[src/tcse_pkg.sv]
// tcse_pkg: types, constants and helpers shared by the sgr encoder modules
// no dependencies
`default_nettype none
package tcse_pkg;

  localparam int GLYPH_W         = 32;
  localparam int GLYPH_BYTES     = GLYPH_W / 8;
  localparam int GLYPH_IDX_W     = $clog2(GLYPH_BYTES);
  localparam int MAX_GLYPH_BYTES = 4;
  localparam int GLYPH_CLAMP     = (MAX_GLYPH_BYTES < GLYPH_BYTES) ? MAX_GLYPH_BYTES
                                                                   : GLYPH_BYTES;
  localparam int QUEUE_DEPTH     = 2;
  localparam int QPTR_W          = (QUEUE_DEPTH > 1) ? $clog2(QUEUE_DEPTH) : 1;
  localparam int QCNT_W          = $clog2(QUEUE_DEPTH + 1);

  // reset values of the kept state
  localparam logic [7:0] RST_FORE  = 8'd0;
  localparam logic [7:0] RST_BACK  = 8'd0;
  localparam logic [7:0] RST_ATTR  = 8'd0;
  localparam logic [7:0] RST_FLAGS = 8'h03;

  localparam logic [7:0] ATTR_BOLD      = 8'h01;
  localparam logic [7:0] ATTR_UNDERLINE = 8'h02;
  localparam logic [7:0] ATTR_ITALIC    = 8'h04;
  localparam logic [7:0] ATTR_REVERSE   = 8'h08;
  localparam logic [7:0] FLAG_DEF_FORE  = 8'h01;
  localparam logic [7:0] FLAG_DEF_BACK  = 8'h02;

  localparam logic [7:0] CH_ESC   = 8'h1B;
  localparam logic [7:0] CH_LBR   = 8'h5B;  // '['
  localparam logic [7:0] CH_M     = 8'h6D;  // 'm'
  localparam logic [7:0] CH_SEMI  = 8'h3B;
  localparam logic [7:0] CH_SPACE = 8'h20;
  localparam logic [7:0] CH_ZERO  = 8'h30;
  localparam logic [7:0] CH_ONE   = 8'h31;
  localparam logic [7:0] CH_THREE = 8'h33;
  localparam logic [7:0] CH_FOUR  = 8'h34;
  localparam logic [7:0] CH_FIVE  = 8'h35;
  localparam logic [7:0] CH_SEVEN = 8'h37;
  localparam logic [7:0] CH_EIGHT = 8'h38;

  // output segments, emitted in this order
  typedef enum logic [3:0] {
    SEG_PSTART = 4'd0,
    SEG_RESET  = 4'd1,
    SEG_BOLD   = 4'd2,
    SEG_UL     = 4'd3,
    SEG_ITAL   = 4'd4,
    SEG_REV    = 4'd5,
    SEG_FORE   = 4'd6,
    SEG_BACK   = 4'd7,
    SEG_BODY   = 4'd8,
    SEG_END    = 4'd9
  } seg_t;
  localparam int NUM_SEGS = 10;

  typedef struct packed {
    logic [2:0][3:0] dig;   // dig[0] printed first
    logic [1:0]      nd;
  } dec_t;

  typedef struct packed {
    logic [NUM_SEGS-1:0] seg_mask;
    dec_t                fore;
    dec_t                back;
    logic [GLYPH_W-1:0]  glyph;
    logic [2:0]          glyph_n;
  } job_t;

  function automatic dec_t to_dec(input logic [7:0] v);
    logic [3:0]  h;
    logic [7:0]  r;
    logic [14:0] prod;
    logic [3:0]  t;
    logic [3:0]  u;
    dec_t        d;
    h = (v >= 8'd200) ? 4'd2 : ((v >= 8'd100) ? 4'd1 : 4'd0);
    r = v - 8'(h * 8'd100);
    // r < 100, so r*205 >> 11 is r / 10
    prod = 15'(r[6:0]) * 15'd205;
    t = prod[14:11];
    u = 4'(r - 8'(t * 8'd10));
    if (v >= 8'd100) begin
      d.dig = {u, t, h};
      d.nd  = 2'd3;
    end else if (v >= 8'd10) begin
      d.dig = {4'd0, u, t};
      d.nd  = 2'd2;
    end else begin
      d.dig = {4'd0, 4'd0, u};
      d.nd  = 2'd1;
    end
    return d;
  endfunction

endpackage
`default_nettype wire

[src/tcse_cell_if.sv]
// tcse_cell_if: valid/ready channel carrying one terminal cell
// no dependencies
`default_nettype none
interface tcse_cell_if;
  logic        valid;
  logic        ready;
  logic        pane_start;
  logic        row_start;
  logic        pane_end;
  logic        no_line;
  logic [31:0] glyph_bytes;
  logic [2:0]  glyph_len;
  logic [7:0]  fore_colour;
  logic [7:0]  back_colour;
  logic [7:0]  attr_bits;
  logic [7:0]  colour_flags;
  logic [1:0]  glyph_columns;

  modport source (output valid, pane_start, row_start, pane_end, no_line, glyph_bytes,
                  glyph_len, fore_colour, back_colour, attr_bits, colour_flags,
                  glyph_columns, input ready);
  modport sink (input valid, pane_start, row_start, pane_end, no_line, glyph_bytes,
                glyph_len, fore_colour, back_colour, attr_bits, colour_flags,
                glyph_columns, output ready);
endinterface
`default_nettype wire

[src/tcse_byte_if.sv]
// tcse_byte_if: valid/ready channel carrying one output byte
// no dependencies
`default_nettype none
interface tcse_byte_if;
  logic       valid;
  logic       ready;
  logic [7:0] out_byte;
  logic       last_byte;

  modport source (output valid, out_byte, last_byte, input ready);
  modport sink (input valid, out_byte, last_byte, output ready);
endinterface
`default_nettype wire

[src/tcse_front.sv]
// tcse_front: accepts cells, tracks kept attributes and skip count, builds jobs
// depends on tcse_pkg, tcse_cell_if
`default_nettype none
module tcse_front (
  input  wire logic          clk,
  input  wire logic          rst,
  tcse_cell_if.sink          cell_in,
  output tcse_pkg::job_t     job,
  output logic               job_valid,
  input  wire logic          job_ready
);
  import tcse_pkg::*;

  logic [7:0] prev_fore, prev_fore_next;
  logic [7:0] prev_back, prev_back_next;
  logic [7:0] prev_attr, prev_attr_next;
  logic [7:0] prev_flags, prev_flags_next;
  logic [1:0] cells_to_skip, cells_to_skip_next;

  logic       accept;
  logic [7:0] base_fore, base_back, base_attr, base_flags;
  logic [1:0] base_skip;
  logic       changed;
  logic       glyph_ok;
  logic [2:0] clamp_n;

  assign cell_in.ready = job_ready;
  assign accept        = cell_in.valid & cell_in.ready;

  always_comb begin
    base_fore  = cell_in.pane_start ? RST_FORE  : prev_fore;
    base_back  = cell_in.pane_start ? RST_BACK  : prev_back;
    base_attr  = cell_in.pane_start ? RST_ATTR  : prev_attr;
    base_flags = cell_in.pane_start ? RST_FLAGS : prev_flags;
    base_skip  = (cell_in.pane_start | cell_in.row_start) ? 2'd0 : cells_to_skip;

    changed = (cell_in.fore_colour != base_fore) || (cell_in.back_colour != base_back) ||
              (cell_in.attr_bits != base_attr) || (cell_in.colour_flags != base_flags);
    glyph_ok = (cell_in.glyph_len != 3'd0) && (cell_in.glyph_bytes[7:0] != 8'd0);
    clamp_n  = (cell_in.glyph_len > 3'(GLYPH_CLAMP)) ? 3'(GLYPH_CLAMP) : cell_in.glyph_len;

    prev_fore_next     = base_fore;
    prev_back_next     = base_back;
    prev_attr_next     = base_attr;
    prev_flags_next    = base_flags;
    cells_to_skip_next = base_skip;

    job          = '0;
    job.fore     = to_dec(cell_in.fore_colour);
    job.back     = to_dec(cell_in.back_colour);
    job.glyph    = {{(GLYPH_W-8){1'b0}}, CH_SPACE};
    job.glyph_n  = 3'd1;
    job.seg_mask[SEG_PSTART] = cell_in.pane_start;
    job.seg_mask[SEG_END]    = cell_in.pane_end;

    if (cell_in.no_line) begin
      job.seg_mask[SEG_BODY] = 1'b1;
      cells_to_skip_next     = 2'd0;
    end else if (base_skip != 2'd0) begin
      // covered by a wide glyph
      cells_to_skip_next = base_skip - 2'd1;
    end else begin
      if (changed) begin
        job.seg_mask[SEG_RESET] = 1'b1;
        job.seg_mask[SEG_BOLD]  = |(cell_in.attr_bits & ATTR_BOLD);
        job.seg_mask[SEG_UL]    = |(cell_in.attr_bits & ATTR_UNDERLINE);
        job.seg_mask[SEG_ITAL]  = |(cell_in.attr_bits & ATTR_ITALIC);
        job.seg_mask[SEG_REV]   = |(cell_in.attr_bits & ATTR_REVERSE);
        job.seg_mask[SEG_FORE]  = ~|(cell_in.colour_flags & FLAG_DEF_FORE);
        job.seg_mask[SEG_BACK]  = ~|(cell_in.colour_flags & FLAG_DEF_BACK);
        prev_fore_next  = cell_in.fore_colour;
        prev_back_next  = cell_in.back_colour;
        prev_attr_next  = cell_in.attr_bits;
        prev_flags_next = cell_in.colour_flags;
      end
      job.seg_mask[SEG_BODY] = 1'b1;
      if (glyph_ok) begin
        job.glyph          = cell_in.glyph_bytes;
        job.glyph_n        = clamp_n;
        cells_to_skip_next = (cell_in.glyph_columns == 2'd0) ? 2'd0
                                                             : cell_in.glyph_columns - 2'd1;
      end else begin
        cells_to_skip_next = 2'd0;
      end
    end
  end

  // covered cells with no pane marks produce nothing and are dropped here
  assign job_valid = accept & (|job.seg_mask);

  always_ff @(posedge clk) begin
    if (rst) begin
      prev_fore     <= RST_FORE;
      prev_back     <= RST_BACK;
      prev_attr     <= RST_ATTR;
      prev_flags    <= RST_FLAGS;
      cells_to_skip <= 2'd0;
    end else if (accept) begin
      prev_fore     <= prev_fore_next;
      prev_back     <= prev_back_next;
      prev_attr     <= prev_attr_next;
      prev_flags    <= prev_flags_next;
      cells_to_skip <= cells_to_skip_next;
    end
  end

endmodule
`default_nettype wire

[src/tcse_queue.sv]
// tcse_queue: short job queue between the front and back parts
// depends on tcse_pkg
`default_nettype none
module tcse_queue (
  input  wire logic            clk,
  input  wire logic            rst,
  input  wire tcse_pkg::job_t  wr_job,
  input  wire logic            wr_valid,
  output logic                 wr_ready,
  output tcse_pkg::job_t       rd_job,
  output logic                 rd_valid,
  input  wire logic            rd_ready
);
  import tcse_pkg::*;

  job_t              mem [QUEUE_DEPTH];
  logic [QPTR_W-1:0] wr_ptr;
  logic [QPTR_W-1:0] rd_ptr;
  logic [QCNT_W-1:0] count;
  logic              push;
  logic              pop;

  assign wr_ready = (count != QCNT_W'(QUEUE_DEPTH));
  assign rd_valid = (count != '0);
  assign rd_job   = mem[rd_ptr];
  assign push     = wr_valid & wr_ready;
  assign pop      = rd_valid & rd_ready;

  always_ff @(posedge clk) begin
    if (push) begin
      mem[wr_ptr] <= wr_job;
    end
  end

  always_ff @(posedge clk) begin
    if (rst) begin
      wr_ptr <= '0;
      rd_ptr <= '0;
      count  <= '0;
    end else begin
      if (push) begin
        wr_ptr <= (wr_ptr == QPTR_W'(QUEUE_DEPTH - 1)) ? '0 : wr_ptr + 1'b1;
      end
      if (pop) begin
        rd_ptr <= (rd_ptr == QPTR_W'(QUEUE_DEPTH - 1)) ? '0 : rd_ptr + 1'b1;
      end
      count <= count + QCNT_W'(push) - QCNT_W'(pop);
    end
  end

endmodule
`default_nettype wire

[src/tcse_back.sv]
// tcse_back: walks a job's segments and emits one byte per cycle while the output accepts
// depends on tcse_pkg, tcse_byte_if
`default_nettype none
module tcse_back (
  input  wire logic            clk,
  input  wire logic            rst,
  input  wire tcse_pkg::job_t  q_job,
  input  wire logic            q_valid,
  output logic                 q_ready,
  tcse_byte_if.source          byte_out
);
  import tcse_pkg::*;

  job_t                cur;
  logic                cur_valid;
  logic [NUM_SEGS-1:0] rem;
  logic [3:0]          pos;
  logic [7:0]          o_byte;
  logic                o_last;
  logic                o_valid;

  seg_t                seg;
  logic [NUM_SEGS-1:0] seg_bit;
  logic [NUM_SEGS-1:0] rem_next;
  logic [3:0]          seg_len;
  logic [7:0]          byte_val;
  logic                emit;
  logic                seg_done;
  logic                job_done;
  logic [1:0]          dig_idx;
  dec_t                dsel;
  logic [7:0]          code;
  logic                pop;

  // lowest pending segment
  always_comb begin
    seg     = SEG_END;
    seg_bit = '0;
    for (int i = NUM_SEGS - 1; i >= 0; i--) begin
      if (rem[i]) begin
        seg = seg_t'(i);
      end
    end
    seg_bit[seg] = 1'b1;
  end

  always_comb begin
    dsel    = (seg == SEG_FORE) ? cur.fore : cur.back;
    dig_idx = 2'(pos - 4'd7);
    case (seg)
      SEG_BOLD: code = CH_ONE;
      SEG_UL:   code = CH_FOUR;
      SEG_ITAL: code = CH_THREE;
      SEG_REV:  code = CH_SEVEN;
      SEG_FORE: code = CH_THREE;
      SEG_BACK: code = CH_FOUR;
      default:  code = CH_ZERO;
    endcase

    case (seg)
      SEG_FORE, SEG_BACK: seg_len = 4'd8 + 4'(dsel.nd);
      SEG_BODY:           seg_len = 4'(cur.glyph_n);
      default:            seg_len = 4'd4;
    endcase

    case (seg)
      SEG_BODY: begin
        byte_val = cur.glyph[8*pos[GLYPH_IDX_W-1:0] +: 8];
      end
      SEG_FORE, SEG_BACK: begin
        case (pos)
          4'd0:    byte_val = CH_ESC;
          4'd1:    byte_val = CH_LBR;
          4'd2:    byte_val = code;
          4'd3:    byte_val = CH_EIGHT;
          4'd4:    byte_val = CH_SEMI;
          4'd5:    byte_val = CH_FIVE;
          4'd6:    byte_val = CH_SEMI;
          default: begin
            if (pos == seg_len - 4'd1) begin
              byte_val = CH_M;
            end else begin
              byte_val = CH_ZERO + 8'(dsel.dig[dig_idx]);
            end
          end
        endcase
      end
      default: begin
        case (pos)
          4'd0:    byte_val = CH_ESC;
          4'd1:    byte_val = CH_LBR;
          4'd2:    byte_val = code;
          default: byte_val = CH_M;
        endcase
      end
    endcase
  end

  assign emit     = cur_valid & (~o_valid | byte_out.ready);
  assign seg_done = (pos == seg_len - 4'd1);
  assign rem_next = rem & ~seg_bit;
  assign job_done = seg_done & (rem_next == '0);
  assign pop      = q_valid & (~cur_valid | (emit & job_done));
  assign q_ready  = ~cur_valid | (emit & job_done);

  assign byte_out.valid     = o_valid;
  assign byte_out.out_byte  = o_byte;
  assign byte_out.last_byte = o_last;

  always_ff @(posedge clk) begin
    if (rst) begin
      cur_valid <= 1'b0;
      rem       <= '0;
      pos       <= '0;
      o_valid   <= 1'b0;
    end else begin
      if (emit) begin
        o_valid <= 1'b1;
      end else if (byte_out.ready) begin
        o_valid <= 1'b0;
      end

      if (pop) begin
        cur_valid <= 1'b1;
        rem       <= q_job.seg_mask;
        pos       <= '0;
      end else if (emit) begin
        if (job_done) begin
          cur_valid <= 1'b0;
          rem       <= '0;
          pos       <= '0;
        end else if (seg_done) begin
          rem <= rem_next;
          pos <= '0;
        end else begin
          pos <= pos + 4'd1;
        end
      end
    end
  end

  always_ff @(posedge clk) begin
    if (pop) begin
      cur <= q_job;
    end
    if (emit) begin
      o_byte <= byte_val;
      o_last <= job_done;
    end
  end

endmodule
`default_nettype wire

[src/terminal_cell_sgr_encoder_top.sv]
// terminal_cell_sgr_encoder_top: terminal cells in, ANSI SGR byte stream out
// depends on tcse_pkg, tcse_cell_if, tcse_byte_if, tcse_front, tcse_queue, tcse_back
//
//   channel    dir  handshake      payload
//   cell_in    in   valid/ready    pane/row marks, glyph, colours, attrs, flags, columns
//   byte_out   out  valid/ready    out_byte, last_byte
//
// the front takes one cell per cycle while the job queue has room
// the back emits one byte per cycle while the output accepts; a cell causes
// 1 to 54 bytes, and covered cells with no pane marks cause none
// an output register holds each byte; the back stalls while a byte waits
// rst is synchronous: kept colours/attributes return to defaults, queue empties
`default_nettype none
module terminal_cell_sgr_encoder_top (
  input  wire logic clk,
  input  wire logic rst,
  tcse_cell_if.sink   cell_in,
  tcse_byte_if.source byte_out
);
  import tcse_pkg::*;

  job_t fj;
  logic fj_valid;
  logic fj_ready;
  job_t qj;
  logic qj_valid;
  logic qj_ready;

  tcse_front u_front (
    .clk       (clk),
    .rst       (rst),
    .cell_in   (cell_in),
    .job       (fj),
    .job_valid (fj_valid),
    .job_ready (fj_ready)
  );

  tcse_queue u_queue (
    .clk      (clk),
    .rst      (rst),
    .wr_job   (fj),
    .wr_valid (fj_valid),
    .wr_ready (fj_ready),
    .rd_job   (qj),
    .rd_valid (qj_valid),
    .rd_ready (qj_ready)
  );

  tcse_back u_back (
    .clk      (clk),
    .rst      (rst),
    .q_job    (qj),
    .q_valid  (qj_valid),
    .q_ready  (qj_ready),
    .byte_out (byte_out)
  );

endmodule
`default_nettype wire

[src/flat_wrapper.sv]
// flat-port wrapper written by rule: the top's interface ports become plain ports
module terminal_cell_sgr_encoder_top_flat import tcse_pkg::*;
  (clk, rst, cell_in_valid, cell_in_pane_start, cell_in_row_start, cell_in_pane_end, cell_in_no_line, cell_in_glyph_bytes, cell_in_glyph_len, cell_in_fore_colour, cell_in_back_colour, cell_in_attr_bits, cell_in_colour_flags, cell_in_glyph_columns, cell_in_ready, byte_out_valid, byte_out_out_byte, byte_out_last_byte, byte_out_ready);
  tcse_cell_if cell_in_i ();
  tcse_byte_if byte_out_i ();
  input  wire logic clk;
  input  wire logic rst;
  input wire logic [$bits(cell_in_i.valid)-1:0] cell_in_valid;
  input wire logic [$bits(cell_in_i.pane_start)-1:0] cell_in_pane_start;
  input wire logic [$bits(cell_in_i.row_start)-1:0] cell_in_row_start;
  input wire logic [$bits(cell_in_i.pane_end)-1:0] cell_in_pane_end;
  input wire logic [$bits(cell_in_i.no_line)-1:0] cell_in_no_line;
  input wire logic [$bits(cell_in_i.glyph_bytes)-1:0] cell_in_glyph_bytes;
  input wire logic [$bits(cell_in_i.glyph_len)-1:0] cell_in_glyph_len;
  input wire logic [$bits(cell_in_i.fore_colour)-1:0] cell_in_fore_colour;
  input wire logic [$bits(cell_in_i.back_colour)-1:0] cell_in_back_colour;
  input wire logic [$bits(cell_in_i.attr_bits)-1:0] cell_in_attr_bits;
  input wire logic [$bits(cell_in_i.colour_flags)-1:0] cell_in_colour_flags;
  input wire logic [$bits(cell_in_i.glyph_columns)-1:0] cell_in_glyph_columns;
  output wire logic [$bits(cell_in_i.ready)-1:0] cell_in_ready;
  output wire logic [$bits(byte_out_i.valid)-1:0] byte_out_valid;
  output wire logic [$bits(byte_out_i.out_byte)-1:0] byte_out_out_byte;
  output wire logic [$bits(byte_out_i.last_byte)-1:0] byte_out_last_byte;
  input wire logic [$bits(byte_out_i.ready)-1:0] byte_out_ready;
  assign cell_in_i.valid = cell_in_valid;
  assign cell_in_i.pane_start = cell_in_pane_start;
  assign cell_in_i.row_start = cell_in_row_start;
  assign cell_in_i.pane_end = cell_in_pane_end;
  assign cell_in_i.no_line = cell_in_no_line;
  assign cell_in_i.glyph_bytes = cell_in_glyph_bytes;
  assign cell_in_i.glyph_len = cell_in_glyph_len;
  assign cell_in_i.fore_colour = cell_in_fore_colour;
  assign cell_in_i.back_colour = cell_in_back_colour;
  assign cell_in_i.attr_bits = cell_in_attr_bits;
  assign cell_in_i.colour_flags = cell_in_colour_flags;
  assign cell_in_i.glyph_columns = cell_in_glyph_columns;
  assign cell_in_ready = cell_in_i.ready;
  assign byte_out_valid = byte_out_i.valid;
  assign byte_out_out_byte = byte_out_i.out_byte;
  assign byte_out_last_byte = byte_out_i.last_byte;
  assign byte_out_i.ready = byte_out_ready;
  terminal_cell_sgr_encoder_top u_core (.clk(clk), .rst(rst), .cell_in(cell_in_i), .byte_out(byte_out_i));
endmodule
[config.mk]
export PLATFORM = sky130hd
export DESIGN_NAME = terminal_cell_sgr_encoder_top_flat
export DESIGN_NICKNAME = d
export VERILOG_FILES = /design/src/tcse_pkg.sv /design/src/tcse_cell_if.sv /design/src/tcse_byte_if.sv /design/src/tcse_front.sv /design/src/tcse_queue.sv /design/src/tcse_back.sv /design/src/terminal_cell_sgr_encoder_top.sv /design/src/flat_wrapper.sv
export SDC_FILE = /design/constraint.sdc
export NUM_CORES = 1
export LEC_CHECK = 0
export ABC_CLOCK_PERIOD_IN_PS = 10400
export BUFFER_PORTS_ARGS = -buffer_cell sky130_fd_sc_hd__buf_2
export CAP_MARGIN = 20
export CORE_ASPECT_RATIO = 0.7
export CORE_UTILIZATION = 43
export CTS_CLUSTER_SIZE = 28
export DETAILED_ROUTE_END_ITERATION = 16
export HOLD_SLACK_MARGIN = 0.12
export PLACE_DENSITY = 0.63
export SETUP_SLACK_MARGIN = 0.5
export SYNTH_ARGS = -nofsm -noshare
export SYNTH_HDL_FRONTEND = slang
export SYNTH_SLANG_ARGS = --single-unit
[constraint.sdc]
create_clock -name clk -period 10.4 [get_ports clk]
set_input_delay 2.08 -clock clk [delete_from_list [all_inputs] [get_ports clk]]
set_output_delay 2.08 -clock clk [all_outputs]
set_load 0.02 [all_outputs]
### Word level (Yosys, flattened, before mapping)

Memory sizes are Yosys's and may differ from the RTL's. A register that Yosys moved wholly into a read port is not among the register bits.
Index checks and enable logic that the tools add are counted.

| word-level totals | value |
|---|---|
| bits in latches | 0 |
| word-level logic and storage cells | 190 |
| input bits | 77 |
| memory bits (read-only) | 0 |
| memories | 1 |
| RAM bits | 146 |
| bits in registers | 126 |

| operators by class | value |
|---|---|
| reductions and logical operators | 26 |
| multipliers | 6 |
| shift-type cells | 1 |
| divide/modulo/power cells | 0 |
| multiplexer cells | 74 |
| add/subtract/negate cells | 15 |
| order comparisons | 10 |
| equality and inequality tests | 19 |
| bitwise gates (word level) | 14 |

Memory list:

| name | words | width | read ports | clocked after Yosys merged registers in | write ports | RTL line | text |
|---|---|---|---|---|---|---|---|
| u_core.u_queue.mem | 2 | 73 | 1 | 1 | 1 | tcse_queue.sv:16 | `job_t mem [QUEUE_DEPTH];` |

Operators with widths:

| operator | count |
|---|---|
| two-way mux 8 bit | 17 |
| two-way mux 35 bit | 3 |
| two-way mux 10 bit | 6 |
| one-hot mux 8 bit (6 select lines) | 1 |
| two-way mux 4 bit | 11 |
| two-way mux 14 bit | 3 |
| != test 8 bit | 4 |
| variable part select 32 x 6 -> 8 bit | 1 |
| multiplier 7 x 8 -> 15 bit (second input constant) | 2 |
| equality test 4 x 3 -> 1 bit (second input constant) | 7 |
| one-hot mux 8 bit (3 select lines) | 1 |
| two-way mux 7 bit | 3 |
| equality test 4 x 2 -> 1 bit (second input constant) | 4 |
| >= comparator 8 x 4 -> 1 bit (second input constant) | 2 |
| >= comparator 8 x 7 -> 1 bit (second input constant) | 2 |
| >= comparator 8 bit (second input constant) | 2 |
| two-way mux 1 bit | 16 |
| one-hot mux 8 bit (2 select lines) | 1 |
| two-way mux 2 bit | 7 |
| subtractor 7 bit | 2 |
| one-hot mux 3 bit (4 select lines) | 1 |
| AND 10 bit | 1 |
| logical NOT 10 bit | 1 |
| multiplier 2 x 5 -> 5 bit (second input constant) | 2 |
| 38 further kinds | 65 |

### Logic depth before layout (Yosys ltp)

| depth | value |
|---|---|
| word-level depth | 22 |
| depth in mapped cells | 30 |
| mapped depth without buffers | 29 |

### Hierarchy

From an unflattened synthesis, not the netlist that was laid out.

| second synthesis, totals | value |
|---|---|
| cell total of the unflattened synthesis | 1,140 |
| area total of the unflattened synthesis | 14,346.3 µm² |

By module, submodules not included:

| module | cells each | sequential area each (µm²) | area an instance (µm²) | instances |
|---|---|---|---|---|
| tcse_queue | 256 | 4,484.3 | 5,521.5 | 1 |
| tcse_front | 553 | 680.7 | 4,647.0 | 1 |
| tcse_back | 331 | 2,482.4 | 4,177.8 | 1 |

### Worst setup path after synthesis

No wires, ideal clock.

| path | value |
|---|---|
| path type | in2reg |
| from | input port cell_in_fore_colour[4] |
| to | memory u_core.u_queue.mem[0][58] (netlist bit) (data pin) |
| slack | 1,990 ps |
| data required time | 10,119 ps |
| arrival time | 8,129 ps |
| stages on the path | 28 |
| buffers on the path | 1 |
| path through | clkbuf_1 o311ai_0 nand2_1 inv_1 ha_1 inv_1 fa_1 o21a_1 nor2_1 xnor2_1 ha_1 inv_1 fa_1 inv_1 ha_1 ha_1 ha_1 a2111o_1 a31oi_1 o21a_1 nor2_1 xor2_1 ha_1 fa_1 xnor2_1 xnor2_1 xnor2_1 o22ai_1 |

RTL lines:

| item | RTL line | text |
|---|---|---|
| start, declared | flat_wrapper.sv:15 | `input wire logic [$bits(cell_in_i.fore_colour)-1:0] cell_in_fore_colour;` |
| end, declared | tcse_queue.sv:16 |  |

==> results.sh <==
export IMPL_cpPeakStageDelay_ps=860
export IMPL_track_usage=0.188
export IMPL_synth_edff_count=218
export IMPL_wl_mm=31.0
export IMPL_grtUsageMet3=0.0312
export IMPL_clockBufferDepth=3
export IMPL_drive_gt1_frac=0.196
export IMPL_fin_crit_ps=8500
export IMPL_rows=54
export IMPL_hold_class="flop to flop"
export IMPL_die_w_um=217
export IMPL_finalWeightedCongestion=0.932
export IMPL_path_max_fanout=9
export IMPL_arrival_ps=8770
export IMPL_antenna_found_initial=0
export IMPL_setup_viol=0
export IMPL_ys_seq_elements=273
export IMPL_syn_nets=1278
export IMPL_crit_top_cell="ha_1"
export IMPL_synth_distinct_cells=75
export IMPL_fin_nets=1358
export IMPL_combPwrFrac=0.411
export IMPL_path_class="input pin to flop"
export IMPL_num_vias=8963
export IMPL_p_int_mw=3.03
export IMPL_rsz0062_at_grt="no"
export IMPL_cts_root_buf="clkbuf_16"
export IMPL_synth_ff_type="edfxtp_1"
export IMPL_slew_violations=0
export IMPL_io_pins=88
export IMPL_htreeDepth=1
export IMPL_clock_latency_ps=550
export IMPL_layout_commonest_cell="edfxtp_1"
export IMPL_die_height_um=153
export IMPL_use_met1=0.297
export IMPL_switching_share=0.366
export IMPL_n_fill_cell=2759
export IMPL_clock_sinks=273
export IMPL_placed_area_mm2=0.0148
export IMPL_maxCapViolations=0
export IMPL_hold_viol=0
export IMPL_busiest_layer="met1"
export IMPL_start_kind="input pin"
export IMPL_grt_pass1_wl_mm=49.2
export IMPL_grt_max_degree=74
export IMPL_powerDensity_mw_per_mm2=303
export IMPL_avgSynthCellArea_um2=12.7
export IMPL_drt_first_pass_iters=5
export IMPL_yosysWarningCount=0
export IMPL_pwr_share_clk=0.208
export IMPL_fin_tns_setup_ps=0
export IMPL_fin_total_pwr_mw=4.77
export IMPL_cts_tree="yes"
export IMPL_io_buffer_count=87
export IMPL_status="finished, final reports clean"
export IMPL_overflow=0
export IMPL_clock_skew_ps=13.0
export IMPL_max_vdd_ir_drop_mv=0.172
export IMPL_core_mm2=0.0316
export IMPL_crit_slowest_cell="o311ai_0"
export IMPL_start_util=0.443
export IMPL_area_delta_synth_final_pct=12.7
export IMPL_switchingPower_mw=1.75
export IMPL_cts_resized=0
export IMPL_drt_iter0_drc=753
export IMPL_drc=0
export IMPL_syn_inst=1100
export IMPL_first_global_vias=8593
export IMPL_p_leak_nw=5.90
export IMPL_worst_pin_slew_ps=978
export IMPL_wire_per_inst_um=19.1
export IMPL_postCtsSetupBuffers=0
export IMPL_drtAntennaViolNets=0
export IMPL_ctsHoldBuffers=0
export IMPL_use_met2=0.271
export IMPL_synth_area_mm2=0.0140
export IMPL_relSlewSlack=0.339
export IMPL_antenna_cells=0
export IMPL_cts_clk_slew_worst_paths_ps=60
export IMPL_p_seq_frac=0.381
export IMPL_fmax_mhz=118
export IMPL_fin_crit_sh=0.817
export IMPL_cp_required_ps=10670
export IMPL_dieArea_mm2=0.0332
export IMPL_dp_hpwl_mm=21.9
export IMPL_vias_per_cell=5.53
export IMPL_numCtsBuffers=28
export IMPL_yosysSeqAreaShare=0.547
export IMPL_whs_ps=485
export IMPL_layout_common_cells="edfxtp_1, buf_2, ha_1"
export IMPL_finalInstanceArea_mm2=0.0158
export IMPL_ys_async_sr_fraction=0
export IMPL_crit_path_end_kind="flop"
==> cell type report <==
class,instances,area [um2],share of cell area
Timing Repair Buffer,96,515,0.0327
Tap cell,420,526,0.0334
Multi-Input combinational cell,698,5840,0.371
Clock inverter,20,189,0.0120
Clock buffer,32,716,0.0454
Inverter,83,312,0.0198
Sequential cell,273,7650,0.486
==> synthesized netlist by cell type (all sizes together) (28+ instances only) <==
| cell type | count | area share |
|---|---|---|
| edfxtp | 218 | 0.47 |
| ha | 81 | 0.073 |
| inv | 80 | 0.021 |
| nor2 | 76 | 0.022 |
| mux2 | 66 | 0.053 |
| dfxtp | 55 | 0.079 |
| and2 | 42 | 0.019 |
| nand2 | 38 | 0.011 |
| o21ai | 35 | 0.013 |
| xnor2 | 32 | 0.020 |
| a22o | 30 | 0.019 |
| a21oi | 28 | 0.010 |
==> layer usage <==
layer,part of all wire,routed length (um),vias up
li1,-,-,4269
met5,0,0,-
met2,0.42,13200,218
met4,0.015,464,0
met3,0.053,1630,35
met1,0.51,15800,4441
==> critical path, delay by kind of cell <==
kind	cells	cell delay, ps
buffers and inverters	5	440
AOI/OAI and AO/OA	6	1940
and+or+nand+nor	3	480
xor gates and xnor gates	5	900
adders and majority gates	9	2930
==> flip-flops by register name (all words and copies together), names as in the netlist, named ones only <==
name,flops
u_core.u_back.byte_out.valid,1
u_core.u_queue.count,2
u_core.u_queue.wr_ptr,1
u_core.u_queue.rd_ptr,1
u_core.u_back.rem,10
u_core.u_back.cur_valid,1
u_core.u_back.cur,63
u_core.u_front.prev_back,8
u_core.u_front.prev_flags,8
u_core.u_back.pos,4
u_core.u_back.byte_out.last_byte,1
u_core.u_queue.mem,146
u_core.u_front.cells_to_skip,2
u_core.u_back.byte_out.out_byte,8
u_core.u_front.prev_fore,8
u_core.u_front.prev_attr,8
==> final timing paths <==
check	from	endpoint	cells past startpoint	slack, ps
setup / recovery	cell_in_fore_colour[3]	u_core.u_queue.mem[0][58]	28	1900
hold / removal	u_core.u_front.prev_fore[7]	u_core.u_front.prev_fore[7]	1	480
setup reg to reg	u_core.u_back.rem[2]	u_core.u_queue.count[1]	16	5650
hold reg to reg	u_core.u_front.prev_fore[7]	u_core.u_front.prev_fore[7]	1	480
==> metrics by stage <==
stage / util / worst slack (ps) / cells
2_1_floorplan: - / 1990 / 1100
5_1_grt: 0.499 / 1450 / 1622
3_5_place_dp: 0.470 / 1340 / 1569
4_1_cts: 0.499 / 1890 / 1621
3_3_place_gp: 0.470 / 1550 / 1569
6_report: 0.499 / 1900 / 1622
==> cells by family (layout without fill, tap and decap cells) <==
group | after synthesis | count (layout) | share of synthesized area
XOR/XNOR | 46 | 46 | 0.0294
multiplexers | 91 | 91 | 0.0818
buffers and inverters | 129 | 231 | 0.0366
flip-flops | 273 | 273 | 0.547
adder cells (fa/ha/maj) | 102 | 102 | 0.102
AND/OR/NAND/NOR | 257 | 257 | 0.0985
AO/OA/AOI/OAI | 202 | 202 | 0.104
==> power by group through the flow <==
| stage | sequential, mW | clock, mW | combinational, mW |
|---|---|---|---|
| after CTS | 1.85 | 1.01 | 1.94 |
| after detailed placement | 1.87 | 0 | 1.92 |
| after global routing | 1.85 | 1.06 | 2.19 |
| after global placement | 1.86 | 0 | 1.89 |
| final | 1.82 | 0.994 | 1.96 |
| after floorplan | 1.77 | 0 | 1.49 |
Note: power is estimated with default switching activity, not from simulation.
